### src/design/crt_pkg.sv
// Package for the client registry table: widths, request and status codes,
// and the structs passed along the cell chain. No dependencies.
`default_nettype none

package crt_pkg;

  localparam int ENTRIES   = 64;
  localparam int IDX_W     = $clog2(ENTRIES);
  localparam int CNT_W     = $clog2(ENTRIES + 1);
  localparam int KEY_W     = 34;
  localparam int HANDLE_W  = 16;
  localparam int UID_W     = 6;
  localparam int NEXT_ID_W = 7;
  localparam int OP_W      = 2;
  localparam int STATUS_W  = 3;
  localparam int FIELD_W   = 6;   // result_index / result_user_id / entry_index

  // request codes
  localparam logic [OP_W-1:0] OP_REGISTER   = 2'd0;
  localparam logic [OP_W-1:0] OP_FIND       = 2'd1;
  localparam logic [OP_W-1:0] OP_DISCONNECT = 2'd2;

  // status codes
  localparam logic [STATUS_W-1:0] ST_ADDED      = 3'd0;
  localparam logic [STATUS_W-1:0] ST_REATTACHED = 3'd1;
  localparam logic [STATUS_W-1:0] ST_ALREADY    = 3'd2;
  localparam logic [STATUS_W-1:0] ST_FULL       = 3'd3;
  localparam logic [STATUS_W-1:0] ST_FOUND      = 3'd4;
  localparam logic [STATUS_W-1:0] ST_NOT_FOUND  = 3'd5;
  localparam logic [STATUS_W-1:0] ST_CLEARED    = 3'd6;
  localparam logic [STATUS_W-1:0] ST_BAD_INDEX  = 3'd7;

  typedef enum logic [1:0] {
    CMD_NONE,
    CMD_ADD,
    CMD_REATTACH,
    CMD_CLEAR
  } cmd_kind_t;

  // search token walking down the chain; carries the first hit
  typedef struct packed {
    logic             active;
    logic             hit;
    logic [IDX_W-1:0] index;
    logic             conn;
    logic [UID_W-1:0] uid;
  } probe_t;

  // update broadcast to all cells, taken by the addressed one
  typedef struct packed {
    cmd_kind_t           kind;
    logic [IDX_W-1:0]    index;
    logic [KEY_W-1:0]    key;
    logic [HANDLE_W-1:0] handle;
    logic [UID_W-1:0]    uid;
  } cmd_t;

endpackage

`default_nettype wire

### src/design/crt_cell.sv
// One table entry: key, handle, connected mark, user id, valid.
// Passes the search token to its neighbor each cycle. Uses crt_pkg.
`default_nettype none

module crt_cell
  import crt_pkg::*;
(
  input  wire logic             clk,
  input  wire logic             rst,
  input  wire logic [IDX_W-1:0] cell_index,
  input  wire logic [KEY_W-1:0] key,
  input  wire cmd_t             cmd,
  input  wire probe_t           probe_in,
  output probe_t                probe_out
);

  logic                valid;
  logic                conn;
  logic [KEY_W-1:0]    key_q;
  logic [HANDLE_W-1:0] handle_q;
  logic [UID_W-1:0]    uid_q;
  logic                sel;
  logic                match;
  probe_t              probe_next;

  assign sel   = (cmd.kind != CMD_NONE) && (cmd.index == cell_index);
  assign match = probe_in.active && !probe_in.hit && valid && (key_q == key);

  always_comb begin
    probe_next = probe_in;
    if (match) begin
      probe_next.hit   = 1'b1;
      probe_next.index = cell_index;
      probe_next.conn  = conn;
      probe_next.uid   = uid_q;
    end
  end

  // control bits and token stage
  always_ff @(posedge clk) begin
    if (rst) begin
      valid     <= 1'b0;
      conn      <= 1'b0;
      probe_out <= '0;
    end else begin
      probe_out <= probe_next;
      if (sel) begin
        case (cmd.kind)
          CMD_ADD: begin
            valid <= 1'b1;
            conn  <= 1'b1;
          end
          CMD_REATTACH: conn <= 1'b1;
          CMD_CLEAR:    conn <= 1'b0;
          default: ;
        endcase
      end
    end
  end

  // payload
  always_ff @(posedge clk) begin
    if (sel && cmd.kind == CMD_ADD) begin
      key_q    <= cmd.key;
      handle_q <= cmd.handle;
      uid_q    <= cmd.uid;
    end else if (sel && cmd.kind == CMD_REATTACH) begin
      handle_q <= cmd.handle;
    end
  end

endmodule

`default_nettype wire

### src/design/crt_ctrl.sv
// Request sequencer: takes a request, launches the search token, decides
// the status and the table update, holds the result register. Uses crt_pkg.
`default_nettype none

module crt_ctrl
  import crt_pkg::*;
(
  input  wire logic                clk,
  input  wire logic                rst,
  input  wire logic                req_valid,
  output logic                     req_ready,
  input  wire logic [OP_W-1:0]     req_op,
  input  wire logic [KEY_W-1:0]    req_key,
  input  wire logic [HANDLE_W-1:0] req_handle,
  input  wire logic [FIELD_W-1:0]  req_idx,
  output logic                     res_valid,
  input  wire logic                res_ready,
  output logic [STATUS_W-1:0]      res_status,
  output logic [FIELD_W-1:0]       res_index,
  output logic [FIELD_W-1:0]       res_uid,
  output logic [KEY_W-1:0]         search_key,
  output probe_t                   probe_head,
  input  wire probe_t              probe_tail,
  output cmd_t                     cmd
);

  localparam int CMP_W = (CNT_W > FIELD_W) ? CNT_W : FIELD_W;

  typedef enum logic [1:0] {
    S_IDLE,
    S_SEARCH,
    S_RESPOND
  } state_t;

  state_t               state;
  logic [OP_W-1:0]      op_q;
  logic [HANDLE_W-1:0]  handle_q;
  logic [FIELD_W-1:0]   idx_q;
  logic                 launch;
  probe_t               hit_q;
  logic [CNT_W-1:0]     entry_count;
  logic [NEXT_ID_W-1:0] next_user_id;

  logic                 accept;
  logic                 fire;
  cmd_kind_t            kind;
  logic [IDX_W-1:0]     target;
  logic [STATUS_W-1:0]  status;
  logic [FIELD_W-1:0]   r_index;
  logic [FIELD_W-1:0]   r_uid;
  logic [UID_W-1:0]     new_uid;
  logic                 idx_ok;

  assign req_ready = (state == S_IDLE);
  assign accept    = req_valid && req_ready;
  assign fire      = (state == S_RESPOND) && (!res_valid || res_ready);
  assign new_uid   = next_user_id[UID_W-1:0];
  assign idx_ok    = CMP_W'(idx_q) < CMP_W'(entry_count);

  always_comb begin
    probe_head        = '0;
    probe_head.active = launch;
  end

  // outcome of the request
  always_comb begin
    kind    = CMD_NONE;
    target  = '0;
    status  = ST_BAD_INDEX;
    r_index = '0;
    r_uid   = '0;
    case (op_q)
      OP_REGISTER: begin
        if (!hit_q.hit) begin
          if (entry_count == CNT_W'(ENTRIES)) begin
            status = ST_FULL;
          end else begin
            status  = ST_ADDED;
            kind    = CMD_ADD;
            target  = IDX_W'(entry_count);
            r_index = FIELD_W'(entry_count);
            r_uid   = FIELD_W'(new_uid);
          end
        end else if (hit_q.conn) begin
          status = ST_ALREADY;
        end else begin
          status  = ST_REATTACHED;
          kind    = CMD_REATTACH;
          target  = hit_q.index;
          r_index = FIELD_W'(hit_q.index);
          r_uid   = FIELD_W'(hit_q.uid);
        end
      end
      OP_FIND: begin
        if (hit_q.hit) begin
          status  = ST_FOUND;
          r_index = FIELD_W'(hit_q.index);
          r_uid   = FIELD_W'(hit_q.uid);
        end else begin
          status = ST_NOT_FOUND;
        end
      end
      OP_DISCONNECT: begin
        if (idx_ok) begin
          status = ST_CLEARED;
          kind   = CMD_CLEAR;
          target = IDX_W'(idx_q);
        end
      end
      default: status = ST_BAD_INDEX;
    endcase
  end

  always_comb begin
    cmd.kind   = fire ? kind : CMD_NONE;
    cmd.index  = target;
    cmd.key    = search_key;
    cmd.handle = handle_q;
    cmd.uid    = new_uid;
  end

  always_ff @(posedge clk) begin
    if (rst) begin
      state        <= S_IDLE;
      launch       <= 1'b0;
      res_valid    <= 1'b0;
      entry_count  <= '0;
      next_user_id <= '0;
    end else begin
      launch <= accept && (req_op == OP_REGISTER || req_op == OP_FIND);
      if (fire) res_valid <= 1'b1;
      else if (res_ready) res_valid <= 1'b0;
      case (state)
        S_IDLE: begin
          if (accept) begin
            op_q       <= req_op;
            search_key <= req_key;
            handle_q   <= req_handle;
            idx_q      <= req_idx;
            hit_q      <= '0;
            if (req_op == OP_REGISTER || req_op == OP_FIND) begin
              state <= S_SEARCH;
            end else begin
              state <= S_RESPOND;
            end
          end
        end
        S_SEARCH: begin
          if (probe_tail.active) begin
            hit_q <= probe_tail;
            state <= S_RESPOND;
          end
        end
        S_RESPOND: begin
          if (fire) begin
            res_status <= status;
            res_index  <= r_index;
            res_uid    <= r_uid;
            if (kind == CMD_ADD) begin
              entry_count  <= entry_count + CNT_W'(1);
              next_user_id <= next_user_id + NEXT_ID_W'(1);
            end
            state <= S_IDLE;
          end
        end
        default: state <= S_IDLE;
      endcase
    end
  end

endmodule

`default_nettype wire

### src/design/client_registry_table_top.sv
// Top level of the client registry table: request sequencer plus a chain
// of ENTRIES entry cells. Depends on crt_pkg, crt_ctrl, crt_cell.
//
//  channel | dir | tdata (low bit up)                          | tuser
//  --------+-----+---------------------------------------------+------------------
//  s_*     | in  | phone_key[33:0] conn_handle[49:34]          | operation[1:0]
//          |     | entry_index[55:50]                          |
//  m_*     | out | result_index[5:0] result_user_id[11:6], 0s  | status[2:0]
//
// Register and find: the launch flag is registered, the search token steps
// through the chain one cell per cycle, the tail token is captured and the
// result register is loaded; the chain length sets the search time.
// Disconnect and undefined requests go straight to the result step.
// One request is in the block at a time; s_tready is high only when idle.
// A result waiting in the output register does not block the next
// transfer in; the block stalls only when a second result is ready first.
// rst is synchronous: clears connected marks, valid bits, entry count and
// next id. Stored keys, handles and ids are not cleared.
`default_nettype none

module client_registry_table_top
  import crt_pkg::*;
(
  input  wire logic        clk,
  input  wire logic        rst,
  input  wire logic        s_tvalid,
  output logic             s_tready,
  input  wire logic [55:0] s_tdata,   // phone_key, conn_handle, entry_index
  input  wire logic [1:0]  s_tuser,   // operation
  output logic             m_tvalid,
  input  wire logic        m_tready,
  output logic [15:0]      m_tdata,   // result_index, result_user_id, zero pad
  output logic [2:0]       m_tuser    // status
);

  logic [KEY_W-1:0]   search_key;
  logic [FIELD_W-1:0] res_index;
  logic [FIELD_W-1:0] res_uid;
  cmd_t               cmd;
  probe_t             chain [ENTRIES+1];

  crt_ctrl u_ctrl (
    .clk        (clk),
    .rst        (rst),
    .req_valid  (s_tvalid),
    .req_ready  (s_tready),
    .req_op     (s_tuser),
    .req_key    (s_tdata[33:0]),
    .req_handle (s_tdata[49:34]),
    .req_idx    (s_tdata[55:50]),
    .res_valid  (m_tvalid),
    .res_ready  (m_tready),
    .res_status (m_tuser),
    .res_index  (res_index),
    .res_uid    (res_uid),
    .search_key (search_key),
    .probe_head (chain[0]),
    .probe_tail (chain[ENTRIES]),
    .cmd        (cmd)
  );

  // cell i sees the token in the cycle after cell i-1; first match wins
  for (genvar i = 0; i < ENTRIES; i++) begin : g_cell
    crt_cell u_cell (
      .clk        (clk),
      .rst        (rst),
      .cell_index (IDX_W'(i)),
      .key        (search_key),
      .cmd        (cmd),
      .probe_in   (chain[i]),
      .probe_out  (chain[i+1])
    );
  end

  assign m_tdata = {4'b0000, res_uid, res_index};

endmodule

`default_nettype wire

### config.mk
export PLATFORM = sky130hd
export DESIGN_NAME = client_registry_table_top
export DESIGN_NICKNAME = d
export VERILOG_FILES = /design/src/design/crt_pkg.sv /design/src/design/crt_cell.sv /design/src/design/crt_ctrl.sv /design/src/design/client_registry_table_top.sv
export SDC_FILE = /design/constraint.sdc
export NUM_CORES = 2
export LEC_CHECK = 0
export BUFFER_PORTS_ARGS = -buffer_cell sky130_fd_sc_hd__clkbuf_2
export CELL_PAD_IN_SITES_DETAIL_PLACEMENT = 0
export CELL_PAD_IN_SITES_GLOBAL_PLACEMENT = 1
export CORE_UTILIZATION = 52
export DETAILED_ROUTE_END_ITERATION = 10
export PLACE_DENSITY = 0.73
export SLEW_MARGIN = 20
export SYNTH_ARGS = -nofsm -noshare
export SYNTH_HDL_FRONTEND = slang
export SYNTH_SLANG_ARGS = --single-unit
### constraint.sdc
create_clock -name clk -period 13.3 [get_ports clk]
set_clock_uncertainty 0.1 [all_clocks]
set_input_delay 1.33 -clock clk [delete_from_list [all_inputs] [get_ports clk]]
set_output_delay 1.33 -clock clk [all_outputs]
set_load 0.01 [all_outputs]
Yosys cells after proc, flatten, opt, wreduce, memory -nomap -nowiden
Index checks and enable logic that the tools add are counted.
{"block": "op_classes", "n_lt_le_gt_ge": 1, "n_addsub": 2, "reduce_logical": 593, "muxes": 99, "bitwise": 2, "n_eq_ne": 140}
{"op": "== test 34 bit", "count": 64}
{"op": "2-to-1 mux 14 bit", "count": 66}
{"op": "logical AND 1 bit", "count": 322}
{"op": "AND reduction 2 bit", "count": 128}
{"op": "== test 6 bit, second input constant", "count": 32}
{"op": "OR reduction 2 bit", "count": 64}
{"op": "== test 6 x 5 -> 1 bit, second input constant", "count": 16}
{"op": "zero test 1 bit", "count": 64}
{"op": "2-to-1 mux 6 bit", "count": 9}
{"op": "== test 6 x 4 -> 1 bit, second input constant", "count": 8}
{"op": "one-hot mux 6 bit (2 select lines)", "count": 3}
{"op": "one-hot mux 14 bit (2 select lines)", "count": 1}
{"op": "== test 6 x 3 -> 1 bit, second input constant", "count": 4}
{"op": "2-to-1 mux 2 bit", "count": 10}
{"op": "adder 7 x 1 -> 7 bit, second input constant", "count": 2}
{"op": "== test 6 x 2 -> 1 bit, second input constant", "count": 2}
{"op": "AND reduction 3 bit", "count": 4}
{"op": "== test 2 x 1 -> 1 bit, second input constant", "count": 5}
{"op": "one-hot mux 3 bit (3 select lines)", "count": 1}
{"op": "== test 2 bit, second input constant", "count": 4}
{"op": "nonzero test 2 bit", "count": 4}
{"op": "== test 7 bit, second input constant", "count": 1}
{"op": "less-than comparator 6 x 7 -> 1 bit", "count": 1}
{"op": "== test 6 x 1 -> 1 bit, second input constant", "count": 1}
{"op": "12 further kinds", "count": 21}
{"block": "word_totals", "reg_bits": 3737, "elab_cells": 1490, "inputBits": 62, "out_inout_bits": 21}

Logic depth before layout (Yosys ltp)
{"block": "depth", "word_depth": 9, "mapped_depth": 11, "mapped_depth_nobuf": 9}

By module
From an unflattened synthesis, not the netlist that was laid out.
{"block": "hier_totals", "hier_cells": 10833, "area_unflattened_um2": 156253.6}
{"module": "crt_cell", "area_each_um2": 2371.0, "n_inst": 64, "seq_area_each_um2": 1541.5, "cells_per_inst": 164}
{"module": "crt_ctrl", "area_each_um2": 4470.5, "n_inst": 1, "seq_area_each_um2": 2952.8, "cells_per_inst": 331}
{"module": "client_registry_table_top", "area_each_um2": 37.5, "n_inst": 1, "seq_area_each_um2": 0.0, "cells_per_inst": 6}

Worst setup path before layout
Ideal clock, no wire load.
{"block": "synth_timing", "path_kind": "in2reg", "from": "in rst", "to": "reg u_ctrl.idx_q[0] (enable)", "n_path_buf": 3, "t_required_ns": 12.707, "arrival_time_ns": 4.822, "setup_ns": 0.493, "cell_stages": 4, "slack_ns": 7.885, "path_cell_list": "clkbuf_1 -> clkbuf_1 -> clkbuf_1 -> nor3_1"}
{"block": "synth_via", "elab_chain_len": 2}
{"item": "start, declared", "line_no": "client_registry_table_top.sv:25", "source": "input wire logic rst,"}
{"item": "NOT 1 bit (no line)"}
{"item": "AND reduction 3 bit (no line)"}
{"item": "end signal, assigned", "line_no": "crt_ctrl.sv:139", "source": "idx_q <= req_idx;"}
{"item": "end, declared", "line_no": "crt_ctrl.sv:38", "source": "logic [FIELD_W-1:0] idx_q;"}
Every way passes these cells.
A chain may end at the register's enable or synchronous reset.

Final worst setup path
{"block": "layout_timing", "from": "reg u_ctrl.entry_count[0]", "to": "reg g_cell[23].u_cell.key_q[29] (enable)"}
{"block": "layout_via", "elab_chain_len": 8, "elab_cells_between_ends": 16, "classes_between": "order compare (1); eq/ne (3); mux (9); reduce/logical (3)"}
{"item": "start, declared", "line_no": "crt_ctrl.sv:41", "source": "logic [CNT_W-1:0] entry_count;"}
{"item": "start signal, assigned", "line_no": "crt_ctrl.sv:160", "source": "entry_count <= entry_count + CNT_W'(1);"}
{"item": "branches (longest 7 deep; another with less-than comparator 6 x 7 -> 1 bit)"}
{"item": "logical AND 1 bit (*)", "line_no": "crt_cell.sv:63", "source": "if (sel && cmd.kind == CMD_ADD) begin"}
{"item": "end signal, assigned", "line_no": "crt_cell.sv:64", "source": "key_q <= cmd.key;"}
{"item": "end, declared", "line_no": "crt_cell.sv:19", "source": "logic [KEY_W-1:0] key_q;"}
Every way passes the cells marked *.

==> impl_metrics.csv <==
group,metric,value,unit
placed_design,hpwlAfterDp,195000,µm
yosys,synthTopCellsByArea,"edfxtp_1 57%, dfxtp_1 15%, xor2_1 11%",
route,wl,340000,µm
die,die_area,269000,µm²
layout,design_area,158000,µm²
setup_path,arrival,6240,ps
yosys,synth.most_common_cell,"edfxtp_1",
timing,setup-tns-final,0,ps
setup_path,cp_max_fo,40,
global_routing,use_met2,0.403,
timing,finalSetupViolCount,0,
layout,drive_above_1_share,0.109,
cts,cts_max_path_buffers,4,
cts,cts.sinks,3673,
yosys,netlist.area_leader.share,0.569,
yosys,syn_avg_cell_area,14.9,µm²
yosys,ys_ff_latch,3673,
cts,cts_resized,0,
yosys,synth.yosys.warnings,0,
global_routing,grt.met3_usage,0.0329,
global_routing,grt_usage,0.250,
yosys,synth_area,139000,µm²
placed_design,port_buffers,62,
job,cap_violations,0,
die,die_h,519,µm
placed_design,routabilityCongestion,0.830,
setup_path,cp_cell_sequence,"inv_1, ha_1, and2_1, a21boi_1, nand2_1, nor4_1, nand2_1, nor2_4",
yosys,ys.flop_type,"edfxtp_1",
global_routing,grt_max_degree,210,
route,postRouteAntennaNets,0,
placed_design,dp_slack,7460,ps
global_routing,grt_pass1_wl,498000,µm
global_routing,grt_antenna_before_repair,16,
timing,slew_headroom,0.195,
timing,setup_ws,7480,ps
layout,area_growth,13.6,%
die,start_util,0.524,
yosys,synth_common_cells,"2,631 x edfxtp_1, 1,819 x xor2_1, 1,088 x nor2_1",
cts,clk_pin_slew,60,ps
global_routing,grt_overflow,0,
cts,clk_latency,940,ps
setup_path,worst_r2r_path_depth,8,
timing,finalCritPeriodShare,0.437,
layout,nNetsFinal,9712,
outcome,violations,"DRC",
setup_path,r2r_end,"g_cell[23].u_cell.key_q[29]$_DFFE_PP_",
yosys,synth_top_cell_by_area,"edfxtp_1",
cts,cts_root_buf,"clkbuf_16",
setup_path,critPathRequiredTime,13720,ps
cts,htree_levels,5,
die,die_x,519,µm
hold_path,hold_class,"reg2reg",
hold_path,whs_path_depth,2,
layout,fill_cells,20200,
route,viasPerCell,5.50,
route,num_vias,74300,
route,drc,16,
route,drt_iter0_drc,6516,
placed_design,dpl_cell_area,145000,µm²
setup_path,timing.rr.start,"u_ctrl.entry_count[0]$_SDFFE_PP0P_",
cts,cts_made_buffers,371,
route,wl_per_cell,25.2,µm
setup_path,crit_path_max_incr_delay,1100,ps
timing,rsz0062_at_grt,"false",
global_routing,use_met1,0.359,
timing,hold_viol,0,
outcome,status,"finished with violations",
setup_path,critPathTopFamily,"simple AND/OR/NAND/NOR gates",
yosys,synth_cell_types,60,
global_routing,busiest_layer,"met2",
power_and_ir_drop,p_leak,53.0,nW
setup_path,r2r_slack,7480,ps
timing,max_slew.worst_pin.slew,1200,ps
hold_path,hold_end,"g_cell[62].u_cell.probe_out[0]$_SDFF_PP0_",
yosys,synth_edf_count,2631,
setup_path,critPathSlowestCell,"nor2_4",
cts,hold_buffers,0,
cts,cts_tree,"yes",
setup_path,critPathMostFrequentCell,"nand2_1",
die,io_pins,83,
timing,min_period,5820,ps
global_routing,grt_pass1_vias,74000,
power_and_ir_drop,ir_worst_vdd,0.000118,V
setup_path,cp.buffers_inverters,1,
yosys,ys_seq_area_frac,0.719,
setup_path,crit_type,"reg2reg",
yosys,syn_inst,9342,
die,core_area,265000,µm²
yosys,synthArstFlopShare,0,
setup_path,critPathCaptureType,"flip-flop",
timing,fmax,0.172,GHz
route,drtPass1Iterations,9,
power_and_ir_drop,p_per_area,147,nW/µm²
cts,post_cts_buffers,0,
setup_path,startpoint_type,"flip-flop",
timing,slew_viol_final,0,
die,num_rows,189,
hold_path,min_from,"g_cell[61].u_cell.probe_out[0]$_SDFF_PP0_",
through the flow:
| stage | power, W | hold slack (ps) | std cells | util |
|---|---|---|---|---|
| after detailed placement | 0.0132 | 310 | 12800 | 0.546 |
| after global placement | 0.0132 | 312 | 12800 | 0.545 |
| after CTS | 0.0233 | 311 | 13400 | 0.591 |
| final | 0.0232 | 315 | 13500 | 0.595 |
| after global routing | 0.0238 | 333 | 13500 | 0.595 |
| after floorplan | 0.0129 | 306 | 9345 | - |
cell usage in the layout, fill, tap and decap left out, types with 12 or more instances in the layout:
cell,count
nor2_1,1032
buf_12,62
bufinv_16,14
nor3b_1,15
xnor2_1,366
o21a_1,12
nand2_1,161
nand4_1,138
clkinv_2,56
a22o_1,47
clkbuf_1,109
nor4_1,448
xor2_1,1819
clkbuf_8,52
nor3_1,68
mux2i_1,406
clkbuf_16,386
a21oi_1,112
clkinv_1,39
and2_1,144
buf_16,12
clkbuf_2,62
nor4_4,14
dfxtp_1,1036
inv_1,14
nor2b_1,67
buf_4,232
nand3_1,77
a31oi_1,22
edfxtp_1,2631
nor2_4,54
nor4_2,54
a211oi_1,66
tightest hold or removal path, cell delays in order, from the launching register on:
cell     delay (ps)
dfxtp_1         300
mux2i_1          60
nor2_1           70
layout make-up:
| type | count | area [µm²] | share of cell area |
|---|---|---|---|
| Antenna cell | 5 | 12.5 | 0.0000793 |
| Clock buffer | 548 | 10800 | 0.0683 |
| Clock inverter | 142 | 1350 | 0.00853 |
| Inverter | 14 | 52.6 | 0.000333 |
| Multi-Input combinational cell | 5210 | 37700 | 0.239 |
| Sequential cell | 3673 | 99900 | 0.633 |
| Tap cell | 3533 | 4420 | 0.0280 |
| Timing Repair Buffer | 372 | 3690 | 0.0234 |
power breakdown:
group	internal, W	total (W)	switching, W
sequential	0.0122	0.0122	0.00000897
clock	0.00592	0.0102	0.00433
combinational	0.000183	0.000706	0.000523
sequential cells by signal (all words and copies together) (netlist names):
name	flops
g_cell.u_cell.uid_q	384
u_ctrl.res_index	6
u_ctrl.state	2
u_ctrl.search_key	34
u_ctrl.launch	1
g_cell.u_cell.valid	64
u_ctrl.next_user_id	6
u_ctrl.idx_q	6
u_ctrl.res_valid	1
g_cell.u_cell.probe_out	897
u_ctrl.entry_count	7
g_cell.u_cell.conn	64
u_ctrl.res_uid	6
u_ctrl.hit_q	14
g_cell.u_cell.key_q	2176
u_ctrl.res_status	3
u_ctrl.op_q	2
cell families (layout without fill, tap and decap cells):
logic type | Yosys count | count (layout) | share of synthesized area
DFF | 3673 | 3673 | 0.719
other | 1 | 9 | 0.0000270
and+or+nand+nor | 2319 | 2319 | 0.0826
muxes | 406 | 406 | 0.0292
buffers and inverters | 462 | 1076 | 0.0169
AOI/OAI and AO/OA | 288 | 288 | 0.0140
adders and majority gates | 8 | 8 | 0.000720
xor gates and xnor gates | 2185 | 2185 | 0.138
worst max path at each step:
stage	from	endpoint	slack [ps]	cells after the start
global placement	m_tready	g_cell[7].u_cell.key_q[29]$_DFFE_PP_	7520	7
floorplan	rst	u_ctrl.idx_q[0]$_DFFE_PP_	7880	4
global route	u_ctrl.entry_count[0]$_SDFFE_PP0P_	g_cell[23].u_cell.key_q[29]$_DFFE_PP_	7330	8
CTS	u_ctrl.entry_count[0]$_SDFFE_PP0P_	g_cell[7].u_cell.key_q[16]$_DFFE_PP_	7630	8
finish	u_ctrl.entry_count[0]$_SDFFE_PP0P_	g_cell[23].u_cell.key_q[29]$_DFFE_PP_	7480	8
detailed placement	m_tready	g_cell[7].u_cell.key_q[29]$_DFFE_PP_	7460	7
routing by layer:
metal / share of wire / vias to the layer above
met1: 0.44 / 37900
met5: 0.000077 / -
met4: 0.025 / 4
met3: 0.061 / 480
li1: - / 33700
met2: 0.47 / 2167
(Power assumes the default switching activity.)
